### src/rtl/mpjq_pkg.sv
// Package for the max-priority job queue.
// Holds field widths, operation and status codes and the scan-control word type.
// No dependencies.
`timescale 1ns / 1ps

package mpjq_pkg;

    // Field widths of one stored job, and of the occupancy count
    localparam int ID_W    = 16;
    localparam int PRI_W   = 8;
    localparam int ENTRY_W = ID_W + PRI_W;
    localparam int OCC_W   = 5;

    // Operation codes
    localparam logic FUNC_INSERT = 1'b0;
    localparam logic FUNC_REMOVE = 1'b1;

    // Status codes
    localparam logic [1:0] STATUS_OK    = 2'd0;
    localparam logic [1:0] STATUS_FULL  = 2'd1;
    localparam logic [1:0] STATUS_EMPTY = 2'd2;

    // Control word from the sequencer to the max-scan unit
    typedef struct packed {
        logic take;   // a read word is presented this cycle
        logic first;  // it is entry zero: load unconditionally
    } scan_ctl_t;

endpackage

### src/rtl/mpjq_ram.sv
// Generic single-write, single-read RAM with registered read data.
// No dependencies.
`timescale 1ns / 1ps

module mpjq_ram #(
    parameter int WIDTH = 24,
    parameter int DEPTH = 16
) (
    input  logic                     clk,
    input  logic                     we,
    input  logic [$clog2(DEPTH)-1:0] waddr,
    input  logic [WIDTH-1:0]         wdata,
    input  logic [$clog2(DEPTH)-1:0] raddr,
    output logic [WIDTH-1:0]         rdata
);

    logic [WIDTH-1:0] mem [DEPTH];
    logic [WIDTH-1:0] rdata_reg;

    // Write port and registered read port
    always_ff @(posedge clk)
    begin
        if (we)
        begin
            mem[waddr] <= wdata;
        end
        rdata_reg <= mem[raddr];
    end

    assign rdata = rdata_reg;

endmodule

### src/rtl/mpjq_maxscan.sv
// Shared compare unit: keeps the highest priority seen so far, oldest on ties.
// Depends on mpjq_pkg.
`timescale 1ns / 1ps

module mpjq_maxscan #(
    parameter int IDX_W = 5
) (
    input  logic                       clk,
    input  mpjq_pkg::scan_ctl_t        ctl,
    input  logic [mpjq_pkg::ID_W-1:0]  in_id,
    input  logic [mpjq_pkg::PRI_W-1:0] in_pri,
    input  logic [IDX_W-1:0]           in_idx,
    output logic [mpjq_pkg::ID_W-1:0]  best_id,
    output logic [mpjq_pkg::PRI_W-1:0] best_pri,
    output logic [IDX_W-1:0]           best_idx
);

    logic [mpjq_pkg::ID_W-1:0]  best_id_reg;
    logic [mpjq_pkg::PRI_W-1:0] best_pri_reg;
    logic [IDX_W-1:0]           best_idx_reg;
    logic                       load;

    // Strictly greater keeps the older entry among equals
    assign load = ctl.take && (ctl.first || (in_pri > best_pri_reg));

    always_ff @(posedge clk)
    begin
        if (load)
        begin
            best_id_reg  <= in_id;
            best_pri_reg <= in_pri;
            best_idx_reg <= in_idx;
        end
    end

    assign best_id  = best_id_reg;
    assign best_pri = best_pri_reg;
    assign best_idx = best_idx_reg;

endmodule

### src/rtl/max_priority_job_queue_top.sv
// Top level of the max-priority job queue: sequencer, job RAM, max-scan unit.
// Depends on mpjq_pkg, mpjq_ram and mpjq_maxscan.
`timescale 1ns / 1ps

// Usage
//   Command channel: a word (func, job_id, priority_req) is taken at a rising
//   edge where start is high and busy is low.
//   Result channel: done pulses for one cycle with status, removed_job_id,
//   removed_priority and occupancy; the receiver cannot stall it.
// Sequence
//   Insert, and remove from an empty queue: result in the cycle after the
//   command; busy stays low, so a new command may follow at once.
//   Remove: busy is high while the sequencer scans the N held jobs through
//   the RAM read port, latches the winner and moves the later entries down
//   one place. The time this takes is set by the single RAM port pair.
// Reset
//   rst_n clears the job count and the sequencer; RAM contents are not
//   cleared, since only entries below the count are ever read.
module max_priority_job_queue_top #(
    parameter int QUEUE_DEPTH = 16
) (
    input  logic                                clk,
    input  logic                                rst_n,
    input  logic                                start,
    output logic                                busy,
    input  logic                                func,
    input  logic [mpjq_pkg::ID_W-1:0]           job_id,
    input  logic [mpjq_pkg::PRI_W-1:0]          priority_req,
    output logic                                done,
    output logic [1:0]                          status,
    output logic [mpjq_pkg::ID_W-1:0]           removed_job_id,
    output logic [mpjq_pkg::PRI_W-1:0]          removed_priority,
    output logic [mpjq_pkg::OCC_W-1:0]          occupancy
);

    localparam int AW = $clog2(QUEUE_DEPTH);
    localparam int CW = $clog2(QUEUE_DEPTH + 1);
    localparam logic [CW-1:0] DEPTH_C = CW'(QUEUE_DEPTH);

    typedef enum logic [3:0] {
        ST_IDLE  = 4'b0001,
        ST_SCAN  = 4'b0010,
        ST_SETUP = 4'b0100,
        ST_SHIFT = 4'b1000
    } state_t;

    state_t state_reg, state_next;
    logic [CW-1:0] count_reg, count_next;
    logic [CW-1:0] ptr_reg, ptr_next;
    logic [CW-1:0] ridx_reg, ridx_next;
    logic          rvalid_reg, rvalid_next;
    logic          done_reg, done_next;
    logic [1:0]    status_reg, status_next;
    logic [mpjq_pkg::ID_W-1:0]  rid_reg, rid_next;
    logic [mpjq_pkg::PRI_W-1:0] rpr_reg, rpr_next;
    logic [mpjq_pkg::OCC_W-1:0] occ_reg, occ_next;

    logic                          accept;
    logic                          ram_we;
    logic [AW-1:0]                 ram_waddr;
    logic [mpjq_pkg::ENTRY_W-1:0]  ram_wdata;
    logic [AW-1:0]                 ram_raddr;
    logic [mpjq_pkg::ENTRY_W-1:0]  ram_rdata;
    logic [CW-1:0]                 ridx_m1;
    logic [CW-1:0]                 count_m1;
    mpjq_pkg::scan_ctl_t           scan_ctl;
    logic [mpjq_pkg::ID_W-1:0]     best_id;
    logic [mpjq_pkg::PRI_W-1:0]    best_pri;
    logic [CW-1:0]                 best_idx;

    assign busy     = (state_reg != ST_IDLE);
    assign accept   = start && !busy;
    assign ridx_m1  = ridx_reg - 1'b1;
    assign count_m1 = count_reg - 1'b1;

    // Job storage: {id, priority} per entry
    mpjq_ram #(
        .WIDTH (mpjq_pkg::ENTRY_W),
        .DEPTH (QUEUE_DEPTH)
    ) u_ram (
        .clk   (clk),
        .we    (ram_we),
        .waddr (ram_waddr),
        .wdata (ram_wdata),
        .raddr (ram_raddr),
        .rdata (ram_rdata)
    );

    // Running maximum over the words read during the scan
    mpjq_maxscan #(
        .IDX_W (CW)
    ) u_maxscan (
        .clk      (clk),
        .ctl      (scan_ctl),
        .in_id    (ram_rdata[mpjq_pkg::ENTRY_W-1:mpjq_pkg::PRI_W]),
        .in_pri   (ram_rdata[mpjq_pkg::PRI_W-1:0]),
        .in_idx   (ridx_reg),
        .best_id  (best_id),
        .best_pri (best_pri),
        .best_idx (best_idx)
    );

    // Sequencer
    always_comb
    begin
        state_next  = state_reg;
        count_next  = count_reg;
        ptr_next    = ptr_reg;
        ridx_next   = ridx_reg;
        rvalid_next = 1'b0;
        done_next   = 1'b0;
        status_next = status_reg;
        rid_next    = rid_reg;
        rpr_next    = rpr_reg;
        occ_next    = occ_reg;
        ram_we      = 1'b0;
        ram_waddr   = count_reg[AW-1:0];
        ram_wdata   = {job_id, priority_req};
        ram_raddr   = ptr_reg[AW-1:0];
        scan_ctl    = '0;

        unique case (state_reg)
            ST_IDLE:
            begin
                if (accept)
                begin
                    if (func == mpjq_pkg::FUNC_INSERT)
                    begin
                        done_next = 1'b1;
                        rid_next  = '0;
                        rpr_next  = '0;
                        if (count_reg >= DEPTH_C)
                        begin
                            status_next = mpjq_pkg::STATUS_FULL;
                            occ_next    = mpjq_pkg::OCC_W'(count_reg);
                        end
                        else
                        begin
                            ram_we      = 1'b1;
                            count_next  = count_reg + 1'b1;
                            status_next = mpjq_pkg::STATUS_OK;
                            occ_next    = mpjq_pkg::OCC_W'(count_next);
                        end
                    end
                    else if (count_reg == '0)
                    begin
                        done_next   = 1'b1;
                        rid_next    = '0;
                        rpr_next    = '0;
                        status_next = mpjq_pkg::STATUS_EMPTY;
                        occ_next    = '0;
                    end
                    else
                    begin
                        ptr_next   = '0;
                        state_next = ST_SCAN;
                    end
                end
            end

            ST_SCAN:
            begin
                // Issue reads of entries 0 .. count-1
                if (ptr_reg < count_reg)
                begin
                    rvalid_next = 1'b1;
                    ridx_next   = ptr_reg;
                    ptr_next    = ptr_reg + 1'b1;
                end
                // Compare each returned word
                if (rvalid_reg)
                begin
                    scan_ctl.take  = 1'b1;
                    scan_ctl.first = (ridx_reg == '0);
                    if (ridx_reg == count_m1)
                    begin
                        state_next = ST_SETUP;
                    end
                end
            end

            ST_SETUP:
            begin
                rid_next   = best_id;
                rpr_next   = best_pri;
                ptr_next   = best_idx + 1'b1;
                state_next = ST_SHIFT;
            end

            ST_SHIFT:
            begin
                // Read entry i+1, write it to i on the next cycle
                if (ptr_reg < count_reg)
                begin
                    rvalid_next = 1'b1;
                    ridx_next   = ptr_reg;
                    ptr_next    = ptr_reg + 1'b1;
                end
                if (rvalid_reg)
                begin
                    ram_we    = 1'b1;
                    ram_waddr = ridx_m1[AW-1:0];
                    ram_wdata = ram_rdata;
                end
                else if (ptr_reg >= count_reg)
                begin
                    count_next  = count_m1;
                    done_next   = 1'b1;
                    status_next = mpjq_pkg::STATUS_OK;
                    occ_next    = mpjq_pkg::OCC_W'(count_m1);
                    state_next  = ST_IDLE;
                end
            end

            default:
            begin
                state_next = ST_IDLE;
            end
        endcase
    end

    // Control registers
    always_ff @(posedge clk or negedge rst_n)
    begin
        if (!rst_n)
        begin
            state_reg  <= ST_IDLE;
            count_reg  <= '0;
            rvalid_reg <= 1'b0;
            done_reg   <= 1'b0;
        end
        else
        begin
            state_reg  <= state_next;
            count_reg  <= count_next;
            rvalid_reg <= rvalid_next;
            done_reg   <= done_next;
        end
    end

    // Payload and pointer registers
    always_ff @(posedge clk)
    begin
        ptr_reg    <= ptr_next;
        ridx_reg   <= ridx_next;
        status_reg <= status_next;
        rid_reg    <= rid_next;
        rpr_reg    <= rpr_next;
        occ_reg    <= occ_next;
    end

    assign done             = done_reg;
    assign status           = status_reg;
    assign removed_job_id   = rid_reg;
    assign removed_priority = rpr_reg;
    assign occupancy        = occ_reg;

`ifndef SYNTHESIS
    // A result never appears while a remove is still in progress
    a_done_idle: assert property (@(posedge clk) disable iff (!rst_n)
        done |-> !busy)
        else $error("result word strobed while busy");

    // Job count never exceeds capacity
    a_count_max: assert property (@(posedge clk) disable iff (!rst_n)
        count_reg <= DEPTH_C)
        else $error("job count above capacity");

    // A remove on a non-empty queue starts the scan
    a_remove_busy: assert property (@(posedge clk) disable iff (!rst_n)
        (accept && func == mpjq_pkg::FUNC_REMOVE && count_reg != '0) |=> busy)
        else $error("remove did not start the scan");

    // A full report carries no job
    a_full_zero: assert property (@(posedge clk) disable iff (!rst_n)
        (done && status == mpjq_pkg::STATUS_FULL) |->
            (removed_job_id == '0 && removed_priority == '0))
        else $error("full report with nonzero job");
`endif

endmodule

### config.mk
export PLATFORM = sky130hd
export DESIGN_NAME = max_priority_job_queue_top
export DESIGN_NICKNAME = d
export VERILOG_FILES = /design/src/rtl/mpjq_pkg.sv /design/src/rtl/mpjq_ram.sv /design/src/rtl/mpjq_maxscan.sv /design/src/rtl/max_priority_job_queue_top.sv
export SDC_FILE = /design/constraint.sdc
export NUM_CORES = 1
export LEC_CHECK = 0
export BUFFER_PORTS_ARGS = -buffer_cell sky130_fd_sc_hd__clkbuf_2
export CAP_MARGIN = 10
export CORE_ASPECT_RATIO = 0.7
export CORE_UTILIZATION = 55
export CTS_BUF_LIST = sky130_fd_sc_hd__clkbuf_16
export DETAILED_ROUTE_END_ITERATION = 8
export GPL_TIMING_DRIVEN = 0
export PLACE_DENSITY = 0.71
export SETUP_SLACK_MARGIN = 0.3
export SYNTH_ARGS = -nofsm -noshare
export SYNTH_HDL_FRONTEND = slang
export SYNTH_SLANG_ARGS = --single-unit
### constraint.sdc
create_clock -name clk -period 4.7 [get_ports clk]
set_input_delay 0.235 -clock clk [delete_from_list [all_inputs] [get_ports clk]]
set_output_delay 0.235 -clock clk [all_outputs]
set_load 0.01 [all_outputs]
==> run_results.csv <==
group,metric,value,unit
global_routing,first_global_vias,9820,
sta,hold_viol_final,0,
sta,worst_pin_slew,1.01,ns
yosys,syn-instance-count,964,
setup_path,critPathCaptureType,"flip-flop",
clock_tree,cts_root_buf,"clkbuf_16",
sta,skew,0.0275,ns
floorplan,core_area,33800,µm²
pwr,leakagePower,7.29,nW
yosys,ys_top_cells_by_area,"edfxtp_1 71%, mux4_2 14%, dfxtp_1 2.5%, nand2_1 1.6%, dfrtp_1 1.3%",
pwr,irDropWorstVdd,0.330,mV
global_routing,met3_usage,6.68,%
clock_tree,clkLatencyLatePin,0.56,ns
global_routing,grt_pass1_wl,63700,µm
yosys,synth.distinct_cells,57,
floorplan,ios,61,
place,hpwl,27200,µm
setup_path,cp-startpoint,"state_reg[0]",
yosys,syn_avg_cell_area,19.8,µm²
routing,vias,9757,
yosys,synth_edf_count,454,
sta,relSlewSlack,32.5,%
place,io_buffers,60,
clock_tree,path_clk_slew,0.06,ns
global_routing,antenna_found_initial,0,
global_routing,grtUsageTotal,25.4,%
place,gp_congestion,0.842,
cells_and_area,fin_nets,1140,
sta,clock.fmax,0.317,GHz
routing,drt_drc_violations_left,0,
yosys,async_reset_ff_share,2.25,%
cells_and_area,drive_gt1_share,28.0,%
global_routing,grt_max_degree,25,
global_routing,grt_use_met2,37.8,%
sta,slew_violations,0,
sta,period_share,67.0,%
yosys,ys_ff_latch,489,
clock_tree,cts_tree,"yes",
global_routing,overflow,0,
cells_and_area,layout_commonest_cell,"edfxtp_1",
outcome,status,"finished, final reports clean",
pwr,power,11.6,mW
sta,setup_violations,0,
floorplan,rows,56,
sta,setup_tns,0,ns
clock_tree,postCtsSetupBuffers,0,
yosys,ys_seq_area_share,75.2,%
clock_tree,cts_buffers,45,
routing,vias_per_cell,6.12,
setup_path,worst_ep_arrival_time,3.40,ns
sta,hold_ws,0.119,ns
cells_and_area,area_growth,14.9,%
pwr,p_per_area,526,nW/µm²
clock_tree,cts_resized,0,
cells_and_area,diodes,0,
routing,drt_iter0_drc,1258,
clock_tree,cts-htree-levels,2,
yosys,synthesis.area,19100,µm²
yosys,ys_warn_count,0,
setup_path,startpoint_type,"flip-flop",
clock_tree,cts.sinks,489,
floorplan,design.die.area,35600,µm²
floorplan,die_w,225,µm
yosys,ys.flop_type,"edfxtp_1",
yosys,synthesis.nets,1010,
yosys,synth.top_cell.area_share,71.2,%
routing,wl_per_cell,27.0,µm
clock_tree,clk_path_buf_depth,3,
setup_path,crit_fanout,14,
routing,routed_wl,43100,µm
cells_and_area,final_cell_mix,"454 x edfxtp_1, 120 x mux4_2, 83 x nand2_1",
setup_path,crit_required,4.94,ns
cells_and_area,largest_reg_flops,384,
sta,period_needed,3.15,ns
routing,firstDrtPassIters,5,
worst_hold_path,hold_path_class,"in2async",
setup_path,r2r-start,"state_reg[0]",
clock_tree,cts_hold_buf,2,
global_routing,busiest_layer,"met2",
sta,rsz0062_at_grt,"no",
global_routing,met1_usage,37.1,%
floorplan,die_h,158,µm
setup_path,crit_type,"reg2reg",
routing,drtAntennaViolNets,0,
yosys,synth_top_cell_by_area,"edfxtp_1",
floorplan,start_util,56.5,%
flow_run,cap_violations,0,
cells_and_area,fin_util,65.0,%
==> where the power goes <==
part	internal (mW)	total, mW	switching, mW
combinational	1.33	2.85	1.52
clock	1.87	3.43	1.56
sequential	5.10	5.28	0.180
==> cell usage after synthesis, types with 7 or more instances <==
master and instances:
edfxtp_1 454, mux4_2 120, nand2_1 83, nor2_1 32
clkbuf_1 24, dfxtp_1 24, inv_1 19, and2_1 18
ha_1 18, buf_2 16, a21oi_1 15, o21ai_0 15
nor3_1 11, xnor2_1 11, dfrtp_1 10, nand3_1 9
nor2b_1 8, a31oi_1 7
==> final cells by class <==
cell class	count	area (µm²)
plain buffers	48	234
clock buffers	47	1180
clock inverters	36	196
fillers	2261	11900
inverters	20	75.1
multi-input cells	407	4580
flip-flops and latches	489	14400
well taps	464	581
repair buffers	83	751
==> final timing paths <==
path	endpoint	slack (ns)	depth (start not counted)
max in group asynchronous	state_reg[0]	4.29	2
setup / recovery	u_ram.mem[1][18]	1.55	7
hold reg to reg	u_maxscan.best_id[12]	0.43	0
min in group clk	status[1]	0.14	2
hold / removal	count_reg[1]	0.12	2
setup reg to reg	u_ram.mem[1][18]	1.55	7
==> cell families after synthesis <==
logic type               count (synthesis)  share of synthesized area (%)
flip-flops                             489                           75.2
AND/OR/NAND/NOR                        188                           4.87
multiplexers                           124                           14.4
buffers and inverters                   68                           1.62
AO/OA/AOI/OAI                           60                           1.99
adder cells (fa/ha/maj)                 18                           1.18
XOR/XNOR                                17                          0.778
==> per-stage QoR <==
stage | area [µm²] | worst slack, ns | instances
after floorplan | 19100 | 1.35 | 964
after global placement | 20000 | -0.634 | 1488
after detailed placement | 20600 | 1.54 | 1507
after CTS | 22000 | 1.49 | 1592
after global routing | 22000 | 1.48 | 1594
final | 22000 | 1.55 | 1594
==> critical path, stage by stage (launching register included) <==
cell and delay, ns:
dfstp_2 0.53, buf_6 0.13, nor4b_4 0.42, nand3_1 0.27
or3_1 0.41, a22o_1 0.35, nor2_4 0.49, buf_16 0.23
==> per-layer routing <==
| metal | wire length [µm] | vias up | part of all wire [%] |
|---|---|---|---|
| li1 | - | 4153 | - |
| met1 | 18500 | 5036 | 43 |
| met2 | 19400 | 492 | 45 |
| met3 | 4130 | 76 | 9.6 |
| met4 | 1040 | 0 | 2.4 |
| met5 | 0 | - | 0 |
Power figures use the tool's default switching activity.
